--- src/design/cylinder_mesh_tessellator_top_macros.svh ---
// assertion macros for the cylinder mesh tessellator top level
// expects clk_i and rst_ni in the scope of use
`ifndef CYLINDER_MESH_TESSELLATOR_TOP_MACROS_SVH
`define CYLINDER_MESH_TESSELLATOR_TOP_MACROS_SVH

// same-cycle implication
`define CMT_ASSERT_IMP(lbl, ante, cons, msg) \
  lbl: assert property (@(posedge clk_i) disable iff (!rst_ni) (ante) |-> (cons)) \
    else $error(msg);

// next-cycle implication
`define CMT_ASSERT_NXT(lbl, ante, cons, msg) \
  lbl: assert property (@(posedge clk_i) disable iff (!rst_ni) (ante) |=> (cons)) \
    else $error(msg);

`endif

--- src/design/cmt_pkg.sv ---
`timescale 1ns / 1ps
// shared types, register codes and constants of the cylinder mesh tessellator
// no dependencies
package cmt_pkg;

  localparam logic [1:0] CFG_RADIUS   = 2'd0;
  localparam logic [1:0] CFG_LENGTH   = 2'd1;
  localparam logic [1:0] CFG_SEGMENTS = 2'd2;
  localparam logic [1:0] CFG_RGBA     = 2'd3;

  localparam logic [1:0] ACT_BOTTOM = 2'd0;
  localparam logic [1:0] ACT_TOP    = 2'd1;
  localparam logic [1:0] ACT_SIDE   = 2'd2;
  localparam logic [1:0] ACT_NONE   = 2'd3;

  localparam logic [30:0] RADIUS_RST   = 31'd32768;
  localparam logic [30:0] LENGTH_RST   = 31'd65536;
  localparam logic [10:0] SEGMENTS_RST = 11'd16;
  localparam logic [31:0] RGBA_RST     = 32'hFFFF_FFFF;

  localparam int unsigned MAX_SEGMENTS  = 1024;
  localparam int unsigned MIN_SEGMENTS  = 3;
  localparam int unsigned ANGLE_STAGES  = 16;

  // phase divider: 32 quotient bits, PH_PER per stage
  localparam int unsigned PH_BITS   = 32;
  localparam int unsigned PH_PER    = 4;
  localparam int unsigned PH_STAGES = PH_BITS / PH_PER;

  localparam int unsigned SQ_STAGES  = 32;
  localparam int unsigned DIV_STAGES = 16;

  localparam logic signed [33:0] GAIN_Q30 = 34'sd652032874;

  typedef struct packed {
    logic [1:0] action;
    logic [9:0] segment;
  } in_item_t;

  typedef struct packed {
    logic signed [31:0] pos_x;
    logic signed [31:0] pos_y;
    logic signed [31:0] pos_z;
    logic signed [15:0] norm_x;
    logic signed [15:0] norm_y;
    logic signed [15:0] norm_z;
    logic [31:0]        colour;
    logic               last_vertex;
  } out_item_t;

  typedef struct packed {
    logic [10:0] n;
    logic [29:0] zh;
  } geom_t;

  // per-vertex sideband
  typedef struct packed {
    logic signed [31:0] z;
    logic               ring;
    logic               cap;
    logic               last;
  } vmeta_t;

  typedef struct packed {
    logic [10:0] idx;
    vmeta_t      meta;
  } vreq_t;

  typedef struct packed {
    logic signed [31:0] px;
    logic signed [31:0] py;
    vmeta_t             meta;
  } pos_t;

  // arctangent of 2^-k in units of 2^-32 turn
  function automatic logic [31:0] atan_turn(input int unsigned k);
    logic [31:0] t;
    case (k)
      0:  t = 32'h20000000;  1: t = 32'h12E4051D;  2: t = 32'h09FB385B;
      3:  t = 32'h051111D4;  4: t = 32'h028B0D43;  5: t = 32'h0145D7E1;
      6:  t = 32'h00A2F61E;  7: t = 32'h00517C55;  8: t = 32'h0028BE53;
      9:  t = 32'h00145F2E; 10: t = 32'h000A2F98; 11: t = 32'h000517CC;
      12: t = 32'h00028BE6; 13: t = 32'h000145F3; 14: t = 32'h0000A2F9;
      15: t = 32'h0000517C; 16: t = 32'h000028BE; 17: t = 32'h0000145F;
      18: t = 32'h00000A2F; 19: t = 32'h00000517; 20: t = 32'h0000028B;
      21: t = 32'h00000145; 22: t = 32'h000000A2; 23: t = 32'h00000051;
      24: t = 32'h00000028; 25: t = 32'h00000014; 26: t = 32'h0000000A;
      27: t = 32'h00000005; 28: t = 32'h00000002; 29: t = 32'h00000001;
      default: t = 32'h00000000;
    endcase
    return t;
  endfunction

endpackage

--- src/design/cmt_phase.sv ---
`timescale 1ns / 1ps
// pipelined restoring divider: phase = floor(idx * 2^32 / n)
// depends on cmt_pkg
module cmt_phase (
  input  logic            clk_i,
  input  logic            rst_ni,
  input  logic            en_i,
  input  logic [10:0]     n_i,
  input  logic            valid_i,
  input  cmt_pkg::vreq_t  req_i,
  output logic            valid_o,
  output logic [31:0]     phase_o,
  output cmt_pkg::vmeta_t meta_o
);

  localparam int unsigned NS = cmt_pkg::PH_STAGES;

  logic            v_q  [NS];
  logic [10:0]     r_q  [NS];
  logic [31:0]     q_q  [NS];
  cmt_pkg::vmeta_t m_q  [NS];

  for (genvar s = 0; s < NS; s++) begin : g_st
    logic            v_in;
    logic [10:0]     r_in, r_w;
    logic [31:0]     q_in, q_w;
    logic [11:0]     r2;
    cmt_pkg::vmeta_t m_in;

    if (s == 0) begin : g_first
      assign v_in = valid_i;
      assign r_in = req_i.idx;
      assign q_in = '0;
      assign m_in = req_i.meta;
    end else begin : g_next
      assign v_in = v_q[s-1];
      assign r_in = r_q[s-1];
      assign q_in = q_q[s-1];
      assign m_in = m_q[s-1];
    end

    always_comb begin
      r_w = r_in;
      q_w = q_in;
      r2  = '0;
      for (int j = 0; j < int'(cmt_pkg::PH_PER); j++) begin
        r2 = {r_w, 1'b0};
        if (r2 >= {1'b0, n_i}) begin
          r_w = 11'(r2 - {1'b0, n_i});
          q_w = {q_w[30:0], 1'b1};
        end else begin
          r_w = r2[10:0];
          q_w = {q_w[30:0], 1'b0};
        end
      end
    end

    always_ff @(posedge clk_i or negedge rst_ni) begin
      if (!rst_ni) begin
        v_q[s] <= 1'b0;
      end else if (en_i) begin
        v_q[s] <= v_in;
      end
    end

    always_ff @(posedge clk_i) begin
      if (en_i) begin
        r_q[s] <= r_w;
        q_q[s] <= q_w;
        m_q[s] <= m_in;
      end
    end
  end

  assign valid_o = v_q[NS-1];
  assign phase_o = q_q[NS-1];
  assign meta_o  = m_q[NS-1];

endmodule

--- config.mk ---
export PLATFORM = sky130hd
export DESIGN_NAME = cmt_phase
export DESIGN_NICKNAME = d
export VERILOG_FILES = /design/src/design/cylinder_mesh_tessellator_top_macros.svh /design/src/design/cmt_pkg.sv /design/src/design/cmt_phase.sv
export SDC_FILE = /design/constraint.sdc
export NUM_CORES = 1
export LEC_CHECK = 0
export BUFFER_PORTS_ARGS = -buffer_cell sky130_fd_sc_hd__buf_4
export CAP_MARGIN = 20
export CORE_UTILIZATION = 25
export CTS_BUF_LIST = sky130_fd_sc_hd__clkbuf_2 sky130_fd_sc_hd__clkbuf_4 sky130_fd_sc_hd__clkbuf_8
export CTS_CLUSTER_DIAMETER = 40
export DETAILED_ROUTE_END_ITERATION = 7
export MAX_ROUTING_LAYER = met4
export PLACE_DENSITY = 0.41
export SYNTH_ARGS = -nofsm -noshare
export SYNTH_HDL_FRONTEND = slang
export SYNTH_SLANG_ARGS = --single-unit
--- constraint.sdc ---
create_clock -name clk_i -period 8.6 [get_ports clk_i]
set_input_delay 1.72 -clock clk_i [delete_from_list [all_inputs] [get_ports clk_i]]
set_output_delay 1.72 -clock clk_i [all_outputs]
set_load 0.02 [all_outputs]
=== Yosys cells after proc, flatten, opt, wreduce, memory -nomap -nowiden ===
Memory sizes are Yosys's and may differ from the RTL's.
Cells that the tools add are included.

* Flip-flop bits (word level): 8
* Memory bits (writable): 624
* Input bits: 61
* Output and inout bits: 68
* Logic and storage cells: 141
* Memories: 3

{| class="wikitable"
|+ Memories
! name !! words !! width !! read ports !! clocked after memory_dff !! wr ports !! RTL line !! RTL
|-
| m_q || 8 || 35 || 8 || 0 || 8 || cmt_phase.sv:21 || <nowiki>cmt_pkg::vmeta_t m_q [NS];</nowiki>
|-
| q_q || 8 || 32 || 8 || 0 || 8 || cmt_phase.sv:20 || <nowiki>logic [31:0] q_q [NS];</nowiki>
|-
| r_q || 8 || 11 || 7 || 0 || 8 || cmt_phase.sv:19 || <nowiki>logic [10:0] r_q [NS];</nowiki>
|}

* Add/subtract/negate cells: 32
* Magnitude comparators: 32
* Mux-type cells: 66

{| class="wikitable"
|+ Operators by type and width
! kind !! number
|-
| greater-or-equal comparator 12 x 11 -> 1 bit || 32
|-
| two-way mux 11 bit || 32
|-
| subtractor 11 bit || 32
|-
| two-way mux 1 bit || 34
|}

=== Longest topological paths before layout ===
An unclocked memory read counts as a cell.

* Depth after elaboration: 9
* Gate-level depth with buffers: 48
* Gate-level depth less buffers: 39

=== Worst setup path before layout ===
No wires, ideal clock.

* Path kind: input to register
* Start point: input n_i[0]
* End point: memory q_q[7][0], in the netlist q_q[1][96], data pin
* Library setup time: 0.262 ns
* Arrival time: 10.940 ns
* Data required time: 8.338 ns
* Path slack: -2.602 ns
* Cell stages on the path: 47
* Path buffers: 11
* Cells stage by stage: buf_6 -> buf_6 -> buf_6 -> clkbuf_1 -> inv_1 -> clkbuf_1 -> clkbuf_1 -> clkbuf_1 -> fa_1 -> a21o_1 -> a21o_1 -> a221o_1 -> a41oi_1 -> nor2b_1 -> clkbuf_2 -> clkbuf_1 -> o21ai_0 -> ha_1 -> [... 11 more ...] -> a221o_1 -> a21oi_1 -> nor2b_1 -> o31ai_1 -> nand2_1 -> and3_1 -> a2111o_1 -> buf_2 -> mux2_2 -> ha_1 -> a21o_1 -> a21o_1 -> a21oi_1 -> o21ai_0 -> nand4_1 -> a21oi_1 -> nor3b_1 -> mux2i_1

{| class="wikitable"
|+ RTL lines
! what !! RTL line !! RTL
|-
| start: declaration || cmt_phase.sv:8 || <nowiki>input logic [10:0] n_i,</nowiki>
|-
| end: declaration || cmt_phase.sv:20 ||
|}

==> metrics.log <==
INFO  metric number_of_rows_created_at_floorplan = 134
INFO  metric placedInstanceArea = 45,600 um^2
INFO  metric die_y = 370 um
INFO  metric die_area = 137,000 um^2
INFO  metric grtUsageTotal = 0.157
INFO  metric finalSetupViolCount = 66
INFO  metric placed_cells_incl_taps = 5,966
INFO  metric route.detailed.wl_per_inst = 16.6 um
INFO  metric status = finished with violations
INFO  metric number_of_buffers_added_by_the_clock_tree_synthesis_step = 112
INFO  metric finalSetupTns = -9.71 ns
INFO  metric timing.critical_path.slowest_stage_cell = sky130_fd_sc_hd__or3_4
INFO  metric failed_checks = design-rule violations, negative setup slack
INFO  metric num-fill-cells = 13.1k
INFO  metric final_layout_size_suffix_gt1_frac = 0.492
INFO  metric route.final.wire_length = 106,000 um
INFO  metric register_bit_count_reported_by_yosys = 509
INFO  metric vias_per_cell = 4.50
INFO  metric htree_num_levels = 3
INFO  metric fmaxAchievable = 0.112 GHz
INFO  metric floorplan.initialDensity = 0.253
INFO  metric worst_slew_margin_rel = 0.350
INFO  metric period_minus_slack = 8.93 ns
INFO  metric detail-route-antenna-nets = 0
INFO  metric clock_skew = 0.0623 ns
INFO  metric core_region_area = 134,000 um^2
INFO  metric cts_tree = done
INFO  metric r2r-end = r_q[4][1]$_DFFE_PP_
INFO  metric setup_ws = -0.326 ns
INFO  metric layout.cells.most_common_list = 1,294 x sky130_fd_sc_hd__buf_4, 501 x sky130_fd_sc_hd__edfxtp_1, 220 x sky130_fd_sc_hd__nor2_1
INFO  metric synth_cell_type_count = 101
INFO  metric num-nets-final = 4,905
INFO  metric sequential_fraction_of_the_synthesis_area = 0.451
INFO  metric drc_errors = 7
INFO  metric max-cap-violations = 0
INFO  metric gp_congestion = 0.841
INFO  metric timing.reg2reg.setup_slack = 0.64 ns
INFO  metric reg2reg_depth = 41
INFO  metric number_of_design_rule_violations_left_by_the_first_detailed_router_iteration = 1,091
INFO  metric synthesis.yosys.warnings = 0
INFO  metric worstSetupEndpointType = flip-flop
INFO  metric finalHoldViolations = 0
INFO  metric grt_setup_unrepaired = yes
INFO  metric critical_path.max_stage_delay = 0.40 ns
INFO  metric floorplan.io_pins = 129
INFO  metric finish.instance_area = 52,800 um^2
INFO  metric insertion_delay = 0.83 ns
INFO  metric ys_async_sr_fraction = 0.0157
INFO  metric criticalPathCategory = in2reg
INFO  metric mappedNetlistNets = 3,441
INFO  metric cp_data_required_time = 9.17 ns
INFO  metric min-delay-start = m_q[1][91]$_DFFE_PP_
INFO  metric synth.area.top_cells = sky130_fd_sc_hd__edfxtp_1 45%, sky130_fd_sc_hd__ha_1 12%, sky130_fd_sc_hd__mux2_2 5.8%
INFO  metric critPathArrivalTime = 9.50 ns
INFO  metric grt_antenna_before_repair = 1
INFO  metric mappedNetlistArea = 33,800 um^2
INFO  metric whs_endpoint = m_q[1][126]$_DFFE_PP_
INFO  metric worstMarginPinSlew = 0.975 ns
INFO  metric yosys.area.top_type_share = 0.445
INFO  metric synth.avg_cell_area = 11.1 um^2
INFO  metric grt_first_pass_wirelength = 163,000 um
INFO  metric clkSinkCount = 509
INFO  metric final_cells = 6,372
INFO  metric worstHoldPathCells = 0
INFO  metric layout_commonest_cell = sky130_fd_sc_hd__buf_4
INFO  metric grt_max_degree = 171
INFO  metric ys_dominant_reg_cell = sky130_fd_sc_hd__edfxtp_1
INFO  metric via_count_of_the_first_global_routing_pass = 29.2k
INFO  metric finish.utilization = 0.395
INFO  metric clock_tree.root_cell = sky130_fd_sc_hd__clkbuf_8
INFO  metric holdCritPathClass = reg2reg
INFO  metric number_of_flops_mapped_to_enable_cells_by_yosys = 501
INFO  metric synth_cells = 3,045
INFO  metric total_count_of_max_transition_violations_in_the_final_report = 0
INFO  metric port_buffers = 128
INFO  metric cts_hold_buffers = 0
INFO  metric timing.final.crit_share = 1.04
INFO  metric syn2layout_area_growth = 56.2%
INFO  metric cts.reportedPaths.clkPinSlew = 0.06 ns
INFO  metric gr-total-overflow = 0
INFO  metric worstPathMaxFanout = 7
INFO  metric post-dp-hpwl = 78,700 um
INFO  metric floorplan.die.width = 370 um
INFO  metric routed-via-count = 28.6k
INFO  metric dr.pass1.iters = 8
INFO  metric netlist.top_cell.by_area = sky130_fd_sc_hd__edfxtp_1
INFO  metric timing.rr.start = r_q[3][0]$_SDFFCE_PN0P_
INFO  metric cts-root-to-sink-buffers = 3
INFO  metric worstSetupStartpointType = primary input
## final cells by class
| cell class | instances | area (um^2) | share of cell area |
|---|---|---|---|
| Multi-Input combinational cell | 2330 | 21100 | 0.399 |
| Sequential cell | 509 | 15200 | 0.289 |
| Timing Repair Buffer | 1401 | 11200 | 0.212 |
| Tap cell | 1768 | 2210 | 0.0419 |
| Clock buffer | 137 | 1730 | 0.0328 |
| Clock inverter | 67 | 662 | 0.0125 |
| Inverter | 155 | 642 | 0.0122 |
| Antenna cell | 5 | 12.5 | 0.000237 |
## critical path: cells and delay by family
kind	cells	cell delay [ns]
AOI/OAI and AO/OA	12	2.54
and+or+nand+nor	8	1.94
buffers and inverters	10	1.14
muxes	4	1.29
adders and majority gates	4	0.84
## routing by layer
layer,part of all wire,up-vias,track usage
met5,0,-,-
met4,0.026,0,0.0438
met3,0.026,166,0.0207
met2,0.49,319,0.267
met1,0.46,13581,0.193
li1,-,14577,-
## metrics by stage
step	setup slack (ns)	hold slack, ns
floorplan	-1.46	0.400
global placement	-1.81	0.400
detailed placement	-1.77	0.405
CTS	-0.293	0.336
global route	-0.512	0.358
finish	-0.326	0.374
## flip-flops by register name (all words and copies together), names as in the netlist
| name | count |
|---|---|
| g_st.v_in | 7 |
| m_q | 280 |
| q_q | 144 |
| r_q | 77 |
| valid_o | 1 |
## timing repair
action,4_1_cts,5_1_grt
resized for setup,336,335
gates cloned,6,1
setup buffers,124,79
pin swaps,180,206
endpoints found under the setup margin,85,85
endpoints found under the hold margin,0,0
## logic make-up after synthesis
| kind of cell | Yosys count | synth area share |
|---|---|---|
| AO/OA/AOI/OAI | 782 | 0.158 |
| XOR/XNOR | 208 | 0.0539 |
| adder cells (fa/ha/maj) | 335 | 0.126 |
| buffers and inverters | 209 | 0.0252 |
| flip-flops | 509 | 0.451 |
| multiplexers | 212 | 0.0704 |
| AND/OR/NAND/NOR | 790 | 0.116 |
## worst max path at each step
stage,start,to,slack (ns)
2_1_floorplan,n_i[0],q_q[1][96]$_DFFE_PP_,-1.46
3_3_place_gp,n_i[5],r_q[1][2]$_DFFE_PP_,-1.81
3_5_place_dp,n_i[5],r_q[1][2]$_DFFE_PP_,-1.77
4_1_cts,n_i[5],r_q[5][10]$_DFFE_PP_,-0.29
5_1_grt,n_i[5],r_q[4][1]$_DFFE_PP_,-0.51
6_report,n_i[5],r_q[3][9]$_DFFE_PP_,-0.33
## cell usage after synthesis (8+ instances only)
master and n:
sky130_fd_sc_hd__edfxtp_1 501, sky130_fd_sc_hd__ha_1 327, sky130_fd_sc_hd__nor2_1 240, sky130_fd_sc_hd__a21oi_1 201, sky130_fd_sc_hd__mux2_2 175, sky130_fd_sc_hd__nand2_1 155, sky130_fd_sc_hd__o21ai_0 151, sky130_fd_sc_hd__inv_1 145
sky130_fd_sc_hd__xnor2_1 126, sky130_fd_sc_hd__a21o_1 87, sky130_fd_sc_hd__xor2_1 82, sky130_fd_sc_hd__nand3_1 55, sky130_fd_sc_hd__nor3_1 55, sky130_fd_sc_hd__nand2b_1 54, sky130_fd_sc_hd__nor2b_1 51, sky130_fd_sc_hd__o21a_1 37
sky130_fd_sc_hd__a211oi_1 33, sky130_fd_sc_hd__or3_1 33, sky130_fd_sc_hd__mux2i_1 29, sky130_fd_sc_hd__and3_1 28, sky130_fd_sc_hd__o211ai_1 28, sky130_fd_sc_hd__clkbuf_1 27, sky130_fd_sc_hd__o21bai_1 25, sky130_fd_sc_hd__nand4_1 24
sky130_fd_sc_hd__or2_2 22, sky130_fd_sc_hd__a31oi_1 20, sky130_fd_sc_hd__o31ai_1 20, sky130_fd_sc_hd__and2_1 19, sky130_fd_sc_hd__a21boi_0 14, sky130_fd_sc_hd__buf_2 14, sky130_fd_sc_hd__a211o_1 13, sky130_fd_sc_hd__nand3b_1 12
sky130_fd_sc_hd__nor4_1 12, sky130_fd_sc_hd__o21ai_1 12, sky130_fd_sc_hd__inv_2 9, sky130_fd_sc_hd__o221ai_1 9, sky130_fd_sc_hd__a31o_2 8, sky130_fd_sc_hd__dfrtp_1 8, sky130_fd_sc_hd__fa_1 8, sky130_fd_sc_hd__mux2_4 8
Power is left out: the tool's default activity adds up to more than one toggle a clock period on the data nets, which glitch-free logic cannot reach.
