File: config.mk
export PLATFORM = sky130hd
export DESIGN_NAME = cmt_expand
export DESIGN_NICKNAME = d
export VERILOG_FILES = /design/src/design/cylinder_mesh_tessellator_top_macros.svh /design/src/design/cmt_pkg.sv /design/src/design/cmt_expand.sv
export SDC_FILE = /design/constraint.sdc
export NUM_CORES = 1
export LEC_CHECK = 0
export ABC_AREA = 0
export BUFFER_PORTS_ARGS = -buffer_cell sky130_fd_sc_hd__buf_2
export CORE_ASPECT_RATIO = 0.9
export CORE_UTILIZATION = 41
export CTS_BUF_LIST = sky130_fd_sc_hd__clkbuf_8
export DETAILED_ROUTE_END_ITERATION = 7
export PLACE_DENSITY = 0.64
export SLEW_MARGIN = 10
export SYNTH_ARGS = -nofsm -noshare
export SYNTH_HDL_FRONTEND = slang
export SYNTH_SLANG_ARGS = --single-unit
File: constraint.sdc
create_clock -name clk_i -period 2.9 [get_ports clk_i]
set_input_delay 0 -clock clk_i [delete_from_list [all_inputs] [get_ports clk_i]]
set_output_delay 0 -clock clk_i [all_outputs]
set_load 0.01 [all_outputs]
File: src/design/cylinder_mesh_tessellator_top_macros.svh
// assertion macros for the cylinder mesh tessellator top level
// expects clk_i and rst_ni in the scope of use
`ifndef CYLINDER_MESH_TESSELLATOR_TOP_MACROS_SVH
`define CYLINDER_MESH_TESSELLATOR_TOP_MACROS_SVH

// same-cycle implication
`define CMT_ASSERT_IMP(lbl, ante, cons, msg) \
  lbl: assert property (@(posedge clk_i) disable iff (!rst_ni) (ante) |-> (cons)) \
    else $error(msg);

// next-cycle implication
`define CMT_ASSERT_NXT(lbl, ante, cons, msg) \
  lbl: assert property (@(posedge clk_i) disable iff (!rst_ni) (ante) |=> (cons)) \
    else $error(msg);

`endif

File: src/design/cmt_pkg.sv
`timescale 1ns / 1ps
// shared types, register codes and constants of the cylinder mesh tessellator
// no dependencies
package cmt_pkg;

  localparam logic [1:0] CFG_RADIUS   = 2'd0;
  localparam logic [1:0] CFG_LENGTH   = 2'd1;
  localparam logic [1:0] CFG_SEGMENTS = 2'd2;
  localparam logic [1:0] CFG_RGBA     = 2'd3;

  localparam logic [1:0] ACT_BOTTOM = 2'd0;
  localparam logic [1:0] ACT_TOP    = 2'd1;
  localparam logic [1:0] ACT_SIDE   = 2'd2;
  localparam logic [1:0] ACT_NONE   = 2'd3;

  localparam logic [30:0] RADIUS_RST   = 31'd32768;
  localparam logic [30:0] LENGTH_RST   = 31'd65536;
  localparam logic [10:0] SEGMENTS_RST = 11'd16;
  localparam logic [31:0] RGBA_RST     = 32'hFFFF_FFFF;

  localparam int unsigned MAX_SEGMENTS  = 1024;
  localparam int unsigned MIN_SEGMENTS  = 3;
  localparam int unsigned ANGLE_STAGES  = 16;

  // phase divider: 32 quotient bits, PH_PER per stage
  localparam int unsigned PH_BITS   = 32;
  localparam int unsigned PH_PER    = 4;
  localparam int unsigned PH_STAGES = PH_BITS / PH_PER;

  localparam int unsigned SQ_STAGES  = 32;
  localparam int unsigned DIV_STAGES = 16;

  localparam logic signed [33:0] GAIN_Q30 = 34'sd652032874;

  typedef struct packed {
    logic [1:0] action;
    logic [9:0] segment;
  } in_item_t;

  typedef struct packed {
    logic signed [31:0] pos_x;
    logic signed [31:0] pos_y;
    logic signed [31:0] pos_z;
    logic signed [15:0] norm_x;
    logic signed [15:0] norm_y;
    logic signed [15:0] norm_z;
    logic [31:0]        colour;
    logic               last_vertex;
  } out_item_t;

  typedef struct packed {
    logic [10:0] n;
    logic [29:0] zh;
  } geom_t;

  // per-vertex sideband
  typedef struct packed {
    logic signed [31:0] z;
    logic               ring;
    logic               cap;
    logic               last;
  } vmeta_t;

  typedef struct packed {
    logic [10:0] idx;
    vmeta_t      meta;
  } vreq_t;

  typedef struct packed {
    logic signed [31:0] px;
    logic signed [31:0] py;
    vmeta_t             meta;
  } pos_t;

  // arctangent of 2^-k in units of 2^-32 turn
  function automatic logic [31:0] atan_turn(input int unsigned k);
    logic [31:0] t;
    case (k)
      0:  t = 32'h20000000;  1: t = 32'h12E4051D;  2: t = 32'h09FB385B;
      3:  t = 32'h051111D4;  4: t = 32'h028B0D43;  5: t = 32'h0145D7E1;
      6:  t = 32'h00A2F61E;  7: t = 32'h00517C55;  8: t = 32'h0028BE53;
      9:  t = 32'h00145F2E; 10: t = 32'h000A2F98; 11: t = 32'h000517CC;
      12: t = 32'h00028BE6; 13: t = 32'h000145F3; 14: t = 32'h0000A2F9;
      15: t = 32'h0000517C; 16: t = 32'h000028BE; 17: t = 32'h0000145F;
      18: t = 32'h00000A2F; 19: t = 32'h00000517; 20: t = 32'h0000028B;
      21: t = 32'h00000145; 22: t = 32'h000000A2; 23: t = 32'h00000051;
      24: t = 32'h00000028; 25: t = 32'h00000014; 26: t = 32'h0000000A;
      27: t = 32'h00000005; 28: t = 32'h00000002; 29: t = 32'h00000001;
      default: t = 32'h00000000;
    endcase
    return t;
  endfunction

endpackage

File: src/design/cmt_expand.sv
`timescale 1ns / 1ps
// request sequencer: turns one surface request into its vertex requests
// depends on cmt_pkg
module cmt_expand (
  input  logic              clk_i,
  input  logic              rst_ni,
  input  logic              en_i,
  input  cmt_pkg::geom_t    geom_i,
  input  logic              in_valid_i,
  output logic              in_ready_o,
  input  cmt_pkg::in_item_t in_item_i,
  output logic              req_valid_o,
  output cmt_pkg::vreq_t    req_o
);

  logic        busy_q, busy_d;
  logic        side_q, side_d;
  logic        top_q, top_d;
  logic [2:0]  cnt_q, cnt_d;
  logic [10:0] i_q, i_d;
  logic [10:0] i1_q, i1_d;

  logic        use_i1, is_top, is_ring, is_last;
  logic [10:0] seg_ext, i_sat, i_inc;
  logic [31:0] zh_ext;

  always_comb begin
    seg_ext = {1'b0, in_item_i.segment};
    i_sat   = (seg_ext >= geom_i.n) ? (geom_i.n - 11'd1) : seg_ext;
    i_inc   = i_sat + 11'd1;
  end

  // vertex order within a request
  always_comb begin
    use_i1  = 1'b0;
    is_top  = top_q;
    is_ring = 1'b1;
    is_last = 1'b0;
    if (side_q) begin
      unique case (cnt_q)
        3'd0: begin use_i1 = 1'b0; is_top = 1'b0; end
        3'd1: begin use_i1 = 1'b1; is_top = 1'b0; end
        3'd2: begin use_i1 = 1'b1; is_top = 1'b1; end
        3'd3: begin use_i1 = 1'b0; is_top = 1'b0; end
        3'd4: begin use_i1 = 1'b0; is_top = 1'b1; end
        3'd5: begin use_i1 = 1'b1; is_top = 1'b1; is_last = 1'b1; end
        default: begin use_i1 = 1'b0; is_top = 1'b0; end
      endcase
    end else begin
      unique case (cnt_q)
        3'd0: is_ring = 1'b0;
        3'd1: use_i1 = 1'b0;
        3'd2: begin use_i1 = 1'b1; is_last = 1'b1; end
        default: is_ring = 1'b0;
      endcase
    end
  end

  assign zh_ext = {2'b00, geom_i.zh};

  always_comb begin
    req_o.idx       = use_i1 ? i1_q : i_q;
    req_o.meta.z    = is_top ? $signed(zh_ext) : -$signed(zh_ext);
    req_o.meta.ring = is_ring;
    req_o.meta.cap  = is_ring && !side_q;
    req_o.meta.last = is_last;
  end

  assign req_valid_o = busy_q;
  assign in_ready_o  = !busy_q || (en_i && is_last);

  always_comb begin
    busy_d = busy_q;
    side_d = side_q;
    top_d  = top_q;
    cnt_d  = cnt_q;
    i_d    = i_q;
    i1_d   = i1_q;
    if (busy_q && en_i) begin
      if (is_last) begin
        busy_d = 1'b0;
      end else begin
        cnt_d = cnt_q + 3'd1;
      end
    end
    if (in_valid_i && in_ready_o) begin
      busy_d = (in_item_i.action != cmt_pkg::ACT_NONE);
      side_d = (in_item_i.action == cmt_pkg::ACT_SIDE);
      top_d  = (in_item_i.action == cmt_pkg::ACT_TOP);
      cnt_d  = 3'd0;
      i_d    = i_sat;
      i1_d   = (i_inc == geom_i.n) ? 11'd0 : i_inc;
    end
  end

  always_ff @(posedge clk_i or negedge rst_ni) begin
    if (!rst_ni) begin
      busy_q <= 1'b0;
      side_q <= 1'b0;
      top_q  <= 1'b0;
      cnt_q  <= 3'd0;
    end else begin
      busy_q <= busy_d;
      side_q <= side_d;
      top_q  <= top_d;
      cnt_q  <= cnt_d;
    end
  end

  always_ff @(posedge clk_i) begin
    i_q  <= i_d;
    i1_q <= i1_d;
  end

endmodule

Word level (Yosys, flattened, before mapping). Index checks and enable logic that the tools add are counted.

Output and inout bits: 48. Input bits: 57. Register bits: 28. Logic and storage cells: 52.

Reductions and logical operators: 14. Multiplexer cells: 18. $add $sub $neg: 4. Magnitude comparators: 1. Equal/unequal tests: 9.

Operators by type and width (count): 32-bit 2-to-1 mux (1); 30-bit negation with 32-bit output (1); 11-bit 2-to-1 mux (2); 1-bit 2-to-1 mux (12); 11-bit by 1-bit adder with 11-bit output, second input constant (1); 11-bit == test (1); 10-bit by 11-bit greater-or-equal comparator with 1-bit output (1); 11-bit by 1-bit subtractor with 11-bit output, second input constant (1); 3-bit 2-to-1 mux (3); 3-bit == test, second input constant (2); 3-bit OR reduction (2); 1-bit logical AND (4); 2-bit AND reduction (2); 2-bit nonzero test (2); 3-bit by 1-bit adder with 3-bit output, second input constant (1); 3-bit by 1-bit == test with 1-bit output, second input constant (1); 3-bit by 2-bit == test with 1-bit output, second input constant (1); 2-bit by 1-bit == test with 1-bit output, second input constant (1); 2-bit == test, second input constant (1); 1-bit zero test (2); 2-bit by 1-bit != test with 1-bit output, second input constant (1); 2-bit != test, second input constant (1); 2-bit OR reduction (1); 1-bit logical OR (1).

Depth between registers and ports, before layout.
Depth after elaboration: 8. Gate-level depth with buffers: 22. Gate-level depth less buffers: 17.

Worst setup path after synthesis. OpenSTA, ideal clock, no wires.

Path type: in2reg. Start: in geom_i[34] (netlist name). End: reg i1_q[2], data pin. Buffers on the path: 6. Required time: 2646 ps. Cell stages on the path: 21. Data arrival time: 4184 ps. Slack: -1538 ps. Library setup time: 254 ps. Cells stage by stage: clkbuf_1 inv_1 ha_1 nand4_1 o32a_1 nand2_1 clkbuf_1 buf_1 clkbuf_1 nor2_1 a21oi_1 ha_1 clkbuf_1 and3_1 a32oi_1 and4bb_2 nand2_1 a22o_1 nor4_2 buf_4 nor2_1.

Longest elaborated chain between the ends: 4. Elaborated cells on any way between the ends: 5. Classes of those cells: add/sub: 2; order compare: 1; eq/ne: 1; mux: 1.

Ends and longest elaborated chain: from (decl) (RTL line cmt_expand.sv:8) `input cmt_pkg::geom_t geom_i,`; 10-bit by 11-bit greater-or-equal comparator with 1-bit output * (RTL line cmt_expand.sv:29) `i_sat = (seg_ext >= geom_i.n) ? (geom_i.n - 11'd1) : seg_ext;`; 11-bit 2-to-1 mux * (RTL line cmt_expand.sv:29); via i_sat[1] (RTL line cmt_expand.sv:24) `logic [10:0] seg_ext, i_sat, i_inc;`; 11-bit by 1-bit adder with 11-bit output * (RTL line cmt_expand.sv:30) `i_inc = i_sat + 11'd1;`; 11-bit == test (RTL line cmt_expand.sv:92) `i1_d = (i_inc == geom_i.n) ? 11'd0 : i_inc;`; to (signal assigned) (RTL line cmt_expand.sv:112) `i1_q <= i1_d;`; to (decl) (RTL line cmt_expand.sv:21) `logic [10:0] i1_q, i1_d;`.

The timed path passes the listed nets; every way through them passes the cells marked *. A chain may end at the register's enable or synchronous reset.

Worst setup path after layout.
Start: in geom_i[30] (netlist name). End: reg i1_q[2], data pin.

Longest elaborated chain between the ends: 4. Elaborated cells on any way between the ends: 5. Classes of those cells: add/sub: 2; order compare: 1; eq/ne: 1; mux: 1.

Ends and longest elaborated chain (RTL line): 11-bit by 1-bit subtractor with 11-bit output or 10-bit by 11-bit greater-or-equal comparator with 1-bit output (tied branches) (cmt_expand.sv:29); 11-bit 2-to-1 mux * (cmt_expand.sv:29); via i_sat[1] (cmt_expand.sv:24); 11-bit by 1-bit adder with 11-bit output * (cmt_expand.sv:30); 11-bit == test (cmt_expand.sv:92).

Marks and branches as above.

==> out/metrics.yaml <==
critical_path:
  path_max_fanout: 5
  worstPathArrival_ns: 3.12
  cp-start-kind: "primary input"
  cp-end-kind: "register"
  path_class: "primary input to register"
  r2r_cells: 8
  reg2reg_from: "cnt_q[0]$_DFFE_PN0P_"
  regToRegSetupSlack_ns: 0.44
  regToRegEndpoint: "i1_q[3]$_SDFFCE_PN0P_"
  required_ns: 2.93
synthesis:
  synthArstFlopShare: 0.2143
  ys_types: 61
  synth.largest_area_cell: "edfxtp_1"
  synth_warnings: 0
  synthTopCellsByArea: "edfxtp_1 20%, xnor2_1 8.3%, xor2_1 7.0%, ha_1 6.5%, nor2_1 5.7%"
  synth_top_area_frac: 0.2018
  ys_ff_latch: 28
  synth_edf_count: 22
  synth.cell_area_um2: 3274
  synth.avg_cell_area_um2: 8.065
  synthTopCellsByCount: "50 x nor2_1, 37 x a21oi_1, 31 x xnor2_1, 30 x nand2_1, 26 x xor2_1"
  synth_most_common_cell: "nor2_1"
  synthFlopType: "edfxtp_1"
  syn_inst: 406
  syn_nets: 480
  seq_area_frac_synth: 0.2476
power:
  max-vdd-ir-drop_uv: 291.6
  p_leak_nw: 2.048
  p_per_area_nw_per_um2: 575.1
sta:
  fin_ws_ns: -0.1882
  skew_ns: 0.01346
  period_share: 1.065
  slew_viol_final: 0
  hold_viol_final: 0
  layout_min_cycle_time_ns: 3.088
  rsz0062_at_grt: "true"
  tightest_slew_ns: 1.168
  fin_setup_tns_ns: -1.811
  relSlewSlack: 0.2164
  setup_violations: 11
  fmax_mhz: 323.8
drt:
  drtPass1Iterations: 4
  antenna_left: 0
  vias: 3553
  drt_iter0_drc: 147
  routed_via_density: 5.375
  wirelength_mm: 9.891
  post_drt_wl_per_cell_um: 14.96
  drc: 0
placed_design:
  io_buffer_count: 104
  place_ws_ns: -0.5703
  dpl.hpwl_mm: 7.743
  routabilityCongestion: 0.9845
floorplanning:
  io_pins: 105
  rows: 30
  start_util: 0.4297
  die_w_um: 96.20
  fp.dieH_um: 86.78
  die-area_um2: 8348
  coreArea_um2: 7620
layout:
  drive_above_1_share: 0.4177
  areaGrowthSynthToFinish_pct: 46.62
  diodes: 0
  final_nets: 640
global_routing:
  grt_pass1_vias: 3261
  grt-ovfl-total: 0
  grt_pass1_wl_mm: 15.03
  grt_usage: 0.2290
  antenna_found_initial: 0
  grt_max_degree: 22
cts:
  numCtsBuffers: 3
  cts.sink_count: 28
  clkTransAtPathRegs_ns: 0.10
  clk_latency_ns: 0.28
  cts_tree: "yes"
  htree_levels: 1
  cts_buffer_depth: 2
  cts_root_buf: "clkbuf_8"
worst_hold_path:
  hp-class: "primary input to register"
  hold_path_startpoint: "en_i"
  hold_depth: 4
  worstHoldEndpoint: "req_valid_o$_DFFE_PN0P_"
run_status:
  violations: "negative setup slack"
  outcome: "finished, violations left"
run:
  cap_viol_max_count: 0
## area by class of cell
class / count / area, um^2
Fill cell: 649 / 2819
Sequential cell: 28 / 810.8
Clock buffer: 3 / 41.29
Multi-Input combinational cell: 332 / 2521
Inverter: 25 / 116.4
Clock inverter: 1 / 30.03
Tap cell: 96 / 120.1
Timing Repair Buffer: 176 / 1161
## report_power, final
group	internal [mW]	switching [mW]
Clock	0.185	0.121
Combinational	0.847	0.996
Sequential	0.557	0.0554
Total	1.59	1.17
## flip-flops by register name, indices dropped and copies added, names as in the netlist
signal / cells
side_q: 1
cnt_q: 3
req_valid_o: 1
i_q: 11
i1_q: 11
top_q: 1
## worst max-delay path by stage
stage / start / endpoint / slack, ns / cells past startpoint
6_report: geom_i[30] / i1_q[2]$_SDFFCE_PN0P_ / -0.19 / 19
5_1_grt: geom_i[32] / i1_q[2]$_SDFFCE_PN0P_ / -0.33 / 20
3_5_place_dp: geom_i[38] / i1_q[7]$_SDFFCE_PN0P_ / -0.57 / 17
4_1_cts: geom_i[38] / i1_q[6]$_SDFFCE_PN0P_ / -0.12 / 19
3_3_place_gp: geom_i[38] / i1_q[8]$_SDFFCE_PN0P_ / -0.51 / 18
2_1_floorplan: geom_i[36] / i1_q[0]$_SDFFCE_PN0P_ / -0.53 / 21
## kinds of logic after synthesis
| group | after synthesis | share of synthesized area |
|---|---|---|
| AO/OA/AOI/OAI | 94 | 0.1846 |
| flip-flops | 28 | 0.2476 |
| AND/OR/NAND/NOR | 147 | 0.2297 |
| buffers and inverters | 46 | 0.05999 |
| adder cells (fa/ha/maj) | 17 | 0.06496 |
| multiplexers | 16 | 0.05388 |
| XOR/XNOR | 58 | 0.1593 |
## metrics by stage
step	area [um^2]	power [mW]	hold WS, ns	utilization	cells
floorplan	3440	1.754	-0.2956	-	406
global placement	4324	2.361	-0.1688	0.5675	642
detailed placement	4324	2.389	-0.1664	0.5675	642
CTS	4671	2.742	0.04643	0.6130	659
global route	4801	2.994	0.06923	0.6300	661
finish	4801	2.761	0.04643	0.6300	661
## cells in the final DEF, fill, tap and decap left out, types with 7 or more instances in the layout
| master | instances |
|---|---|
| ha_1 | 8 |
| o21ai_0 | 16 |
| inv_1 | 17 |
| a21oi_1 | 33 |
| nor2_1 | 42 |
| nand3_1 | 11 |
| buf_2 | 94 |
| buf_6 | 8 |
| xor2_1 | 25 |
| buf_4 | 66 |
| edfxtp_1 | 22 |
| xnor2_1 | 30 |
| nand2_1 | 29 |
| nor2b_1 | 7 |
| nor3_1 | 7 |
| ha_4 | 8 |
| mux2_2 | 13 |
## routing by layer
layer,track usage,share of wire,vias up,wire length [um]
met5,0,0,-,0
met4,0.05156,0.012,0,118
met3,0.01667,0.063,12,628
met2,0.4307,0.50,141,4961
met1,0.2808,0.42,1627,4183
li1,-,-,1773,-
## worst max-delay path, stage by stage
cell	delay, ns
buf_2	0.12
ha_4	0.26
nand2b_4	0.12
a31oi_4	0.07
o32a_1	0.39
nand2_2	0.15
nor2_2	0.05
a21oi_2	0.15
ha_2	0.22
nand3_2	0.08
buf_6	0.14
xor2_4	0.16
xnor2_2	0.14
a311oi_2	0.18
nand4_1	0.12
a22o_1	0.25
nor4_4	0.26
buf_4	0.21
nor2_1	0.05
## timing repair
action / CTS / global route
endpoints found under the setup margin: 11 / 11
setup buffers: 8 / 2
hold buffers: 4 / 0
gates resized for setup: 38 / 20
gates cloned: 1 / 0
pin swaps: 19 / 16
hold endpoints to repair: 9 / 0
No activity file was read; power rests on OpenSTA's default activity.
